--- config.mk ---
export PLATFORM = sky130hd
export DESIGN_NAME = api_transmit_frame_builder_flat
export DESIGN_NICKNAME = d
export VERILOG_FILES = /design/src/rtl/atfb_pkg.sv /design/src/rtl/atfb_in_if.sv /design/src/rtl/atfb_out_if.sv /design/src/rtl/api_transmit_frame_builder.sv /design/src/flat_wrapper.sv
export SDC_FILE = /design/constraint.sdc
export NUM_CORES = 1
export LEC_CHECK = 0
export ABC_CLOCK_PERIOD_IN_PS = 8800
export BUFFER_PORTS_ARGS = -buffer_cell sky130_fd_sc_hd__buf_2
export CAP_MARGIN = 20
export CORE_AREA = 3 3 147 149
export DETAILED_ROUTE_END_ITERATION = 7
export DIE_AREA = 0 0 150 152
export GPL_TIMING_DRIVEN = 0
export PLACE_DENSITY = 0.5
export SYNTH_ARGS = -nofsm -noshare
export SYNTH_HDL_FRONTEND = slang
export SYNTH_SLANG_ARGS = --single-unit
--- constraint.sdc ---
create_clock -name i_clk -period 8.8 [get_ports i_clk]
set_input_delay 1.32 -clock i_clk [delete_from_list [all_inputs] [get_ports i_clk]]
set_output_delay 1.32 -clock i_clk [all_outputs]
set_load 0.05 [all_outputs]
--- src/rtl/atfb_pkg.sv ---
// ----------------------------------------------------------------------------
// atfb_pkg
// Types, constants and the header byte selector of the API transmit frame
// builder.
// ----------------------------------------------------------------------------
package atfb_pkg;

    localparam logic [7:0]  START_DELIM     = 8'h7E;
    localparam logic [7:0]  FRAME_TYPE      = 8'h10;
    localparam logic [15:0] HEADER_OVERHEAD = 16'h000E;
    localparam logic [7:0]  CHECK_BASE      = 8'hFF;

    localparam int CFG_W     = 64;
    localparam int CFG_IDX_W = 3;

    typedef logic [CFG_IDX_W-1:0] t_cfg_idx;

    localparam t_cfg_idx REG_DEST_LONG  = 3'd0;
    localparam t_cfg_idx REG_DEST_SHORT = 3'd1;
    localparam t_cfg_idx REG_FRAME_ID   = 3'd2;
    localparam t_cfg_idx REG_HOP_RADIUS = 3'd3;
    localparam t_cfg_idx REG_TX_OPTIONS = 3'd4;

    // beat position within one input item; header occupies 0..16
    typedef logic [4:0] t_step;

    localparam t_step STEP_START   = 5'd0;
    localparam t_step STEP_LEN_HI  = 5'd1;
    localparam t_step STEP_LEN_LO  = 5'd2;
    localparam t_step STEP_TYPE    = 5'd3;
    localparam t_step STEP_ID      = 5'd4;
    localparam t_step STEP_LONG_0  = 5'd5;
    localparam t_step STEP_LONG_1  = 5'd6;
    localparam t_step STEP_LONG_2  = 5'd7;
    localparam t_step STEP_LONG_3  = 5'd8;
    localparam t_step STEP_LONG_4  = 5'd9;
    localparam t_step STEP_LONG_5  = 5'd10;
    localparam t_step STEP_LONG_6  = 5'd11;
    localparam t_step STEP_LONG_7  = 5'd12;
    localparam t_step STEP_SHORT_0 = 5'd13;
    localparam t_step STEP_SHORT_1 = 5'd14;
    localparam t_step STEP_RADIUS  = 5'd15;
    localparam t_step STEP_OPTIONS = 5'd16;
    localparam t_step STEP_PAYLOAD = 5'd17;
    localparam t_step STEP_CKSUM   = 5'd18;

    typedef struct packed {
        logic [63:0] dest_long;
        logic [15:0] dest_short;
        logic [7:0]  frame_id;
        logic [7:0]  hop_radius;
        logic [7:0]  tx_options;
    } t_cfg;

    function automatic logic [7:0] hdr_byte(input t_step step, input t_cfg cfg,
                                            input logic [15:0] flen);
        logic [7:0] b;
        b = 8'h00;
        case (step)
            STEP_START:   b = START_DELIM;
            STEP_LEN_HI:  b = flen[15:8];
            STEP_LEN_LO:  b = flen[7:0];
            STEP_TYPE:    b = FRAME_TYPE;
            STEP_ID:      b = cfg.frame_id;
            STEP_LONG_0:  b = cfg.dest_long[63:56];
            STEP_LONG_1:  b = cfg.dest_long[55:48];
            STEP_LONG_2:  b = cfg.dest_long[47:40];
            STEP_LONG_3:  b = cfg.dest_long[39:32];
            STEP_LONG_4:  b = cfg.dest_long[31:24];
            STEP_LONG_5:  b = cfg.dest_long[23:16];
            STEP_LONG_6:  b = cfg.dest_long[15:8];
            STEP_LONG_7:  b = cfg.dest_long[7:0];
            STEP_SHORT_0: b = cfg.dest_short[15:8];
            STEP_SHORT_1: b = cfg.dest_short[7:0];
            STEP_RADIUS:  b = cfg.hop_radius;
            STEP_OPTIONS: b = cfg.tx_options;
            default:      b = 8'h00;
        endcase
        return b;
    endfunction

endpackage

--- src/rtl/atfb_in_if.sv ---
// ----------------------------------------------------------------------------
// atfb_in_if
// Payload byte channel: valid/ready handshake with byte and frame length.
// ----------------------------------------------------------------------------
interface atfb_in_if;
    logic       valid;
    logic       ready;
    logic [7:0] payload_byte;
    logic [6:0] payload_len;

    modport source (output valid, output payload_byte, output payload_len, input ready);
    modport sink   (input valid, input payload_byte, input payload_len, output ready);
endinterface

--- src/rtl/atfb_out_if.sv ---
// ----------------------------------------------------------------------------
// atfb_out_if
// Frame byte channel: valid/ready handshake with byte and end-of-frame flag.
// ----------------------------------------------------------------------------
interface atfb_out_if;
    logic       valid;
    logic       ready;
    logic [7:0] frame_byte;
    logic       frame_end;

    modport source (output valid, output frame_byte, output frame_end, input ready);
    modport sink   (input valid, input frame_byte, input frame_end, output ready);
endinterface

--- src/rtl/api_transmit_frame_builder.sv ---
// ----------------------------------------------------------------------------
// api_transmit_frame_builder
// Wraps payload bytes in API transmit request frames: header, payload, checksum.
// ----------------------------------------------------------------------------
// Data path: a payload byte inside a frame is held in the item slot, then in the
//   output register; the first byte of a frame is preceded by 17 header beats.
// Throughput: one output beat per cycle while the sink is ready; mid-frame bytes
//   are then taken every cycle; a first byte holds the slot through the header,
//   its payload beat and (if last) the checksum, a last byte up to its checksum.
// Reset: synchronous, active low; clears control state and loads the register
//   defaults; no clearing pass.
module api_transmit_frame_builder
    import atfb_pkg::*;
#(
    parameter int MAX_PAYLOAD = 64
) (
    input  logic                 i_clk,
    input  logic                 i_rst_n,
    input  logic                 i_cfg_we,
    input  logic [CFG_IDX_W-1:0] i_cfg_idx,
    input  logic [CFG_W-1:0]     i_cfg_data,
    atfb_in_if.sink              i_payload,
    atfb_out_if.source           o_frame
);

    localparam logic [7:0] MaxLen = 8'(MAX_PAYLOAD);

    t_cfg        r_cfg;
    logic [6:0]  r_bytes_left, n_bytes_left;
    logic [7:0]  r_sum, n_sum;

    // item slot
    logic        r_busy, n_busy;
    logic        r_hdr, n_hdr;
    logic        r_last, n_last;
    logic [7:0]  r_byte, n_byte;
    logic [15:0] r_flen, n_flen;
    t_step       r_step, n_step;

    // output register
    logic        r_ov, n_ov;
    logic [7:0]  r_ob, n_ob;
    logic        r_oe, n_oe;

    logic        acc, push, done;
    logic [6:0]  sat_len;
    logic [7:0]  beat_byte;

    // configuration registers
    always_ff @(posedge i_clk) begin
        if (!i_rst_n) begin
            r_cfg.dest_long  <= 64'h0000_0000_0000_FFFF;
            r_cfg.dest_short <= 16'hFFFE;
            r_cfg.frame_id   <= 8'h01;
            r_cfg.hop_radius <= 8'h00;
            r_cfg.tx_options <= 8'h00;
        end else if (i_cfg_we) begin
            case (i_cfg_idx)
                REG_DEST_LONG:  r_cfg.dest_long  <= i_cfg_data;
                REG_DEST_SHORT: r_cfg.dest_short <= i_cfg_data[15:0];
                REG_FRAME_ID:   r_cfg.frame_id   <= i_cfg_data[7:0];
                REG_HOP_RADIUS: r_cfg.hop_radius <= i_cfg_data[7:0];
                REG_TX_OPTIONS: r_cfg.tx_options <= i_cfg_data[7:0];
                default: ;
            endcase
        end
    end

    assign push = r_busy && (!r_ov || o_frame.ready);
    assign done = (r_step == STEP_CKSUM) || (r_step == STEP_PAYLOAD && !r_last);
    assign i_payload.ready = !r_busy || (push && done);
    assign acc = i_payload.valid && i_payload.ready;

    assign sat_len = ({1'b0, i_payload.payload_len} > MaxLen) ? MaxLen[6:0]
                                                               : i_payload.payload_len;

    always_comb begin
        case (r_step)
            STEP_PAYLOAD: beat_byte = r_byte;
            STEP_CKSUM:   beat_byte = CHECK_BASE - r_sum;
            default:      beat_byte = hdr_byte(r_step, r_cfg, r_flen);
        endcase
    end

    always_comb begin
        n_bytes_left = r_bytes_left;
        n_busy = r_busy;
        n_hdr  = r_hdr;
        n_last = r_last;
        n_byte = r_byte;
        n_flen = r_flen;
        n_step = r_step;
        n_sum  = r_sum;
        n_ov   = r_ov;
        n_ob   = r_ob;
        n_oe   = r_oe;

        if (push) begin
            n_ov = 1'b1;
            n_ob = beat_byte;
            n_oe = (r_step == STEP_CKSUM);
            if (r_step == STEP_TYPE) begin
                n_sum = FRAME_TYPE;
            end else if (r_step > STEP_TYPE && r_step <= STEP_PAYLOAD) begin
                n_sum = r_sum + beat_byte;
            end
            n_step = r_step + t_step'(1);
            if (done) begin
                n_busy = 1'b0;
            end
        end else if (o_frame.ready) begin
            n_ov = 1'b0;
        end

        if (acc) begin
            n_byte = i_payload.payload_byte;
            if (r_bytes_left == 7'd0) begin
                // zero length starts no frame: the beat is dropped
                if (sat_len != 7'd0) begin
                    n_busy = 1'b1;
                    n_hdr  = 1'b1;
                    n_step = STEP_START;
                    n_last = (sat_len == 7'd1);
                    n_flen = HEADER_OVERHEAD + 16'(sat_len);
                    n_bytes_left = sat_len - 7'd1;
                end
            end else begin
                n_busy = 1'b1;
                n_hdr  = 1'b0;
                n_step = STEP_PAYLOAD;
                n_last = (r_bytes_left == 7'd1);
                n_bytes_left = r_bytes_left - 7'd1;
            end
        end
    end

    always_ff @(posedge i_clk) begin
        if (!i_rst_n) begin
            r_bytes_left <= 7'd0;
            r_sum        <= 8'd0;
            r_busy       <= 1'b0;
            r_ov         <= 1'b0;
            r_step       <= STEP_START;
            r_hdr        <= 1'b0;
            r_last       <= 1'b0;
        end else begin
            r_bytes_left <= n_bytes_left;
            r_sum        <= n_sum;
            r_busy       <= n_busy;
            r_ov         <= n_ov;
            r_step       <= n_step;
            r_hdr        <= n_hdr;
            r_last       <= n_last;
        end
    end

    always_ff @(posedge i_clk) begin
        r_byte <= n_byte;
        r_flen <= n_flen;
        r_ob   <= n_ob;
        r_oe   <= n_oe;
    end

    assign o_frame.valid      = r_ov;
    assign o_frame.frame_byte = r_ob;
    assign o_frame.frame_end  = r_oe;

    a_step_range: assert property (@(posedge i_clk) disable iff (!i_rst_n)
        r_busy |-> r_step <= STEP_CKSUM)
        else $error("item step out of range");

    a_mid_frame_skips_hdr: assert property (@(posedge i_clk) disable iff (!i_rst_n)
        (r_busy && !r_hdr) |-> (r_step == STEP_PAYLOAD || r_step == STEP_CKSUM))
        else $error("mid-frame item in header step");

    a_first_starts_hdr: assert property (@(posedge i_clk) disable iff (!i_rst_n)
        (acc && r_bytes_left == 7'd0 && sat_len != 7'd0)
            |=> (r_busy && r_hdr && r_step == STEP_START))
        else $error("first byte did not start header");

    a_start_only_hdr: assert property (@(posedge i_clk) disable iff (!i_rst_n)
        (push && r_step == STEP_START) |-> r_hdr)
        else $error("start delimiter outside a header");

endmodule
--- src/flat_wrapper.sv ---
// flat-port wrapper written by rule: the top's interface ports become plain ports
module api_transmit_frame_builder_flat import atfb_pkg::*;
#(
    parameter int MAX_PAYLOAD = 64
)
  (i_clk, i_rst_n, i_cfg_we, i_cfg_idx, i_cfg_data, i_payload_valid, i_payload_payload_byte, i_payload_payload_len, i_payload_ready, o_frame_valid, o_frame_frame_byte, o_frame_frame_end, o_frame_ready);
  atfb_in_if i_payload_i ();
  atfb_out_if o_frame_i ();
  input  logic i_clk;
  input  logic i_rst_n;
  input  logic i_cfg_we;
  input  logic [CFG_IDX_W-1:0] i_cfg_idx;
  input  logic [CFG_W-1:0] i_cfg_data;
  input wire logic [$bits(i_payload_i.valid)-1:0] i_payload_valid;
  input wire logic [$bits(i_payload_i.payload_byte)-1:0] i_payload_payload_byte;
  input wire logic [$bits(i_payload_i.payload_len)-1:0] i_payload_payload_len;
  output wire logic [$bits(i_payload_i.ready)-1:0] i_payload_ready;
  output wire logic [$bits(o_frame_i.valid)-1:0] o_frame_valid;
  output wire logic [$bits(o_frame_i.frame_byte)-1:0] o_frame_frame_byte;
  output wire logic [$bits(o_frame_i.frame_end)-1:0] o_frame_frame_end;
  input wire logic [$bits(o_frame_i.ready)-1:0] o_frame_ready;
  assign i_payload_i.valid = i_payload_valid;
  assign i_payload_i.payload_byte = i_payload_payload_byte;
  assign i_payload_i.payload_len = i_payload_payload_len;
  assign i_payload_ready = i_payload_i.ready;
  assign o_frame_valid = o_frame_i.valid;
  assign o_frame_frame_byte = o_frame_i.frame_byte;
  assign o_frame_frame_end = o_frame_i.frame_end;
  assign o_frame_i.ready = o_frame_ready;
  api_transmit_frame_builder #(.MAX_PAYLOAD(MAX_PAYLOAD)) u_core (.i_clk(i_clk), .i_rst_n(i_rst_n), .i_cfg_we(i_cfg_we), .i_cfg_idx(i_cfg_idx), .i_cfg_data(i_cfg_data), .i_payload(i_payload_i), .o_frame(o_frame_i));
endmodule
* Word-level counts from Yosys, hierarchy flattened
Index checks and enable logic that the tools add are counted.
** Cells by class
- Add/subtract/negate cells :: 6
- Order comparisons :: 3
- Equal/unequal tests :: 25
- Mux-type cells :: 20
- Reductions and logical operators :: 25
** Operators by type and width (number)
- $pmux W8 S17 :: 1
- $eq A5 B4 Y1 const B :: 8
- $mux W7 :: 3
- $eq A5 B3 Y1 const B :: 4
- $mux W5 :: 4
- $mux W8 :: 2
- $pmux W8 S2 :: 1
- $eq A5 B5 Y1 const B :: 3
- $eq A7 B1 Y1 const B :: 2
- $reduce_and A2 Y1 :: 7
- $sub A7 B1 Y7 const B :: 2
- $eq A5 B2 Y1 const B :: 2
- $mux W1 :: 9
- $add A4 B7 Y8 const A :: 1
- $add A8 B8 Y8 :: 1
- $sub A8 B8 Y8 const A :: 1
- $gt A7 B7 Y1 const B :: 1
- $logic_not A7 Y1 :: 1
- $reduce_bool A7 Y1 :: 1
- $eq A3 B2 Y1 const B :: 2
- $add A5 B1 Y5 const B :: 1
- $eq A5 B1 Y1 const B :: 1
- $gt A5 B2 Y1 const B :: 1
- $le A5 B5 Y1 const B :: 1
- 10 further kinds :: 19
** Word-level totals
- Register bits after elaboration :: 160
- Bits of input ports :: 87
- Word-level logic and storage cells :: 94

* Longest topological paths before layout
- Depth in word-level cells :: 8
- Mapped depth :: 21
- Gate-level depth less buffers :: 18

* Worst setup path after synthesis
OpenSTA, ideal clock, no wires.
- Path kind :: reg-to-reg
- From :: reg u_core.r_step[2]
- To :: reg u_core.r_sum[7]
- Setup time :: 0.062 ns
- Arrival :: 4.659 ns
- Slack :: 4.079 ns
- Cell stages (with the launch flop) :: 19
- Path through :: dfxtp_1 -> buf_2 -> buf_1 -> buf_2 -> buf_2 -> and3_1 -> ha_1 -> clkbuf_1 -> or4b_1 -> o21ai_1 -> o221ai_1 -> ha_1 -> a21oi_1 -> o2111ai_1 -> a21o_1 -> a21oi_1 -> or4b_2 -> mux2_2 -> nand3_1
** On the way
- Longest elaborated chain between the ends :: 6
- Elaborated cells between the ends (all ways) :: 29
** RTL lines
- start, declared :: line api_transmit_frame_builder.sv:38 : t_step r_step, n_step;
- start signal, assigned :: line api_transmit_frame_builder.sv:151 : r_step <= n_step;
- $eq A5 B5 Y1 (tied with other cells) :: line atfb_pkg.sv:59 : case (step)
- $pmux W8 S17 :: line atfb_pkg.sv:59
- $pmux W8 S2 * :: line api_transmit_frame_builder.sv:78 : case (r_step)
- net u_core.beat_byte[1] :: line api_transmit_frame_builder.sv:47 : logic [7:0] beat_byte;
- $add A8 B8 Y8 * :: line api_transmit_frame_builder.sv:105 : n_sum = r_sum + beat_byte;
- $mux W8 * :: line api_transmit_frame_builder.sv:104 : end else if (r_step > STEP_TYPE && r_step <= STEP_PAYLOAD) begin
- $mux W8 * :: line api_transmit_frame_builder.sv:102 : if (r_step == STEP_TYPE) begin
- end signal, assigned :: line api_transmit_frame_builder.sv:148 : r_sum <= n_sum;
- end, declared :: line api_transmit_frame_builder.sv:30 : logic [7:0] r_sum, n_sum;
The timed path passes the listed nets; every way through them passes the cells marked *. The select of a mux whose other input is x is not followed.
A chain may end at the register's enable or synchronous reset.

* Final worst setup path
Same ends and word-level chain as after synthesis.

==> flow_metrics.tcl <==
set metrics [dict create \
    htree_levels 4 \
    grt_max_degree 19 \
    top_layer_used "met4" \
    dp_hpwl_mm 17.9 \
    cts.reportedPaths.clkPinSlew_ns 0.07 \
    p_comb_share_pct 18.0 \
    antenna_found_initial 0 \
    intPower_mw 1.24 \
    synth_ff_type "dfxtp_1" \
    synth.top_cell.area_share_pct 34.9 \
    rrSetupSlack_ns 2.55 \
    cp-end-kind "flip-flop" \
    drtAntennaViolNets 0 \
    synthArstFlopShare_pct 0 \
    power_density_mw_per_mm2 206 \
    seqCellArea_mm2 0.00329 \
    dr_wl_met3_mm 1.63 \
    routed_wirelength_mm 24.4 \
    wl_met2_mm 10.8 \
    post-route-period-util_pct 71.0 \
    synth_common_cells "nand2_1, dfxtp_1, a21oi_1, nand3_1, clkbuf_1" \
    drc 0 \
    synth_most_common_cell "nand2_1" \
    status "complete, no violations" \
    multi_input_area_mm2 0.00367 \
    port-buffer-count 96 \
    fin_setup_tns_ns 0 \
    clock_sinks 152 \
    die_x_um 150 \
    p_sw_share_pct 30.4 \
    nFillCells 2175 \
    pwr-share-clk_pct 39.1 \
    drtPass1Iterations 6 \
    cap_violations 0 \
    insertion_delay_ns 0.42 \
    drt-vias-per-instance 5.28 \
    grt_pass1_wl_mm 37.6 \
    rsz0062_at_grt "false" \
    setup_viol 0 \
    initial_core_util_pct 35.9 \
    avgSynthCellArea_um2 8.00 \
    critical_path_arrival_ns 6.61 \
    syn-num-nets 1018 \
    synth_cell_types 70 \
    worst-path-max-fanout 10 \
    ctsResizeCount 0 \
    required_ns 9.16 \
    grt_pass1_vias 6547 \
    cts_made_buffers 17 \
    yosys.area.top_type "dfxtp_1" \
    tightest_slew_ns 0.995 \
    detail_route.wl_per_cell_um 18.6 \
    finalMaxSlewViolations 0 \
    routabilityCongestion 0.916 \
    drt-met1-wl_mm 11.5 \
    whs_path_depth 2 \
    postCtsHoldBufs 0 \
    leakage_nw 3.33 \
    seq_area_frac_synth_pct 45.2 \
    pre_cts_slack_ns 2.74 \
    finalWorstSetupSlack_ns 2.55 \
    cts.path.max_buffers 2 \
    fin_skew_ns 0.00970 \
    core_mm2 0.0203 \
    p_sw_mw 0.545 \
    pin_count 98 \
    rr_worst_depth 19 \
    finalHoldViolations 0 \
    min_path_type "flip-flop to flip-flop" \
    worstSetupPathType "flip-flop to flip-flop" \
    min_period_ns 6.25 \
    die-area_mm2 0.0228 \
    post_cts_buffers 0 \
    yosys_warnings 0 \
    root_buffer "clkbuf_16" \
    track_usage_pct 21.3 \
    max_freq_mhz 160 \
    drtIter0Drc 592 \
    synth-edff-count 25 \
    tritoncts "yes" \
    chipHeight_um 152 \
    drive_above_1_share_pct 14.3 \
    num_vias 6920 \
    ys_ff_latch 152 \
    maxSlewHeadroom_pct 33.5 \
    netlist_area_mm2 0.00728 \
    pwr-share-seq_pct 42.8 \
    globalRouteOverflowTotal 0 \
    rows 52 \
    setup.worst_path.start_class "flip-flop" \
    peakVddDrop_v 0.000123 \
    whs_ns 0.455 \
    syn_inst 910 \
    area_growth_pct 19.0 \
    nNetsFinal 1134 \
    ys_top_cells_by_area "dfxtp_1, nand2_1, edfxtp_1, a21oi_1, nand3_1" \
]
## area by class of cell
class / instances / share of cell area, %
inverter: 23 / 0.996
sequential: 152 / 38.0
clock inverter: 12 / 1.05
timing repair buffer: 97 / 5.60
clock buffer: 20 / 5.40
multi-input combinational: 675 / 42.3
tap: 270 / 3.90
antenna: 1 / 0.0289
buffer: 60 / 2.70
## routing by layer
| layer | GRT usage (%) | vias to the layer above |
|---|---|---|
| met5 | 0 | - |
| met3 | 4.44 | 31 |
| met4 | 5.49 | 0 |
| li1 | - | 3399 |
| met2 | 32.8 | 245 |
| met1 | 30.5 | 3245 |
## power groups by stage
stage / combinational (mW) / sequential [mW] / clock (mW)
after CTS: 0.321 / 0.767 / 0.716
final: 0.322 / 0.767 / 0.701
after floorplan: 0.192 / 0.795 / 0
after global placement: 0.316 / 0.782 / 0
after global routing: 0.357 / 0.770 / 0.746
after detailed placement: 0.319 / 0.782 / 0
## logic make-up (layout without fill, tap and decap cells)
kind of cell / Yosys count / after routing / share of synthesized area (%)
multiplexers: 18 / 18 / 2.52
flip-flops: 152 / 152 / 45.2
buffers and inverters: 83 / 212 / 4.40
AND/OR/NAND/NOR: 429 / 429 / 26.5
other: 1 / 2 / 0.0515
XOR/XNOR: 10 / 10 / 1.20
AO/OA/AOI/OAI: 196 / 196 / 16.4
adder cells (fa/ha/maj): 21 / 21 / 3.71
## worst max-delay path: stages, from the launching register on
cell	delay, ns
dfxtp_1	0.44
buf_2	0.29
buf_1	0.64
buf_2	0.41
buf_2	0.28
and3_1	0.18
ha_1	0.13
clkbuf_1	0.49
inv_1	0.10
a32oi_1	0.21
o21ai_1	0.35
o221ai_1	0.45
ha_1	0.31
a21oi_1	0.24
o2111ai_1	0.21
a21o_1	0.21
a21oi_1	0.28
or4b_2	0.61
mux2_2	0.28
nand3_1	0.08
## placed cells by master (no fill, tap or decap), types with 10 or more instances in the layout
cell type,instances
nand2b_1,13
nand3_1,52
buf_2,103
nor2_1,40
inv_1,22
nand2_1,250
a21oi_1,111
edfxtp_1,25
buf_1,10
nor3_1,14
o21ai_0,20
mux2i_1,15
dfxtp_1,127
clkbuf_1,44
ha_1,20
a22oi_1,11
clkbuf_16,18
## stage by stage
step	cell area [µm²]	utilization [%]	power, mW	std cells
6_report	8670	42.7	1.79	1310
5_1_grt	8670	42.7	1.87	1309
4_1_cts	8670	42.7	1.80	1309
3_5_place_dp	8110	39.9	1.10	1277
3_3_place_gp	8100	39.9	1.10	1276
2_1_floorplan	7280	-	0.987	910
## final timing paths
| path | start | end |
|---|---|---|
| worst max-delay path | u_core.r_step[2] | u_core.r_sum[7] |
| worst min-delay path | u_core.r_cfg[3] | u_core.r_cfg[3] |
| worst max register to register | u_core.r_step[2] | u_core.r_sum[7] |
| worst min register to register | u_core.r_cfg[3] | u_core.r_cfg[3] |
## sequential cells by signal, indices dropped and copies added (netlist names), 5 cells and up
| signal | flops |
|---|---|
| u_core.r_byte | 8 |
| u_core.r_sum | 8 |
| u_core.o_frame.frame_byte | 8 |
| u_core.r_cfg | 104 |
| u_core.r_bytes_left | 7 |
| u_core.r_step | 5 |
| u_core.r_flen | 8 |
Note: power is estimated with default switching activity, not from simulation.
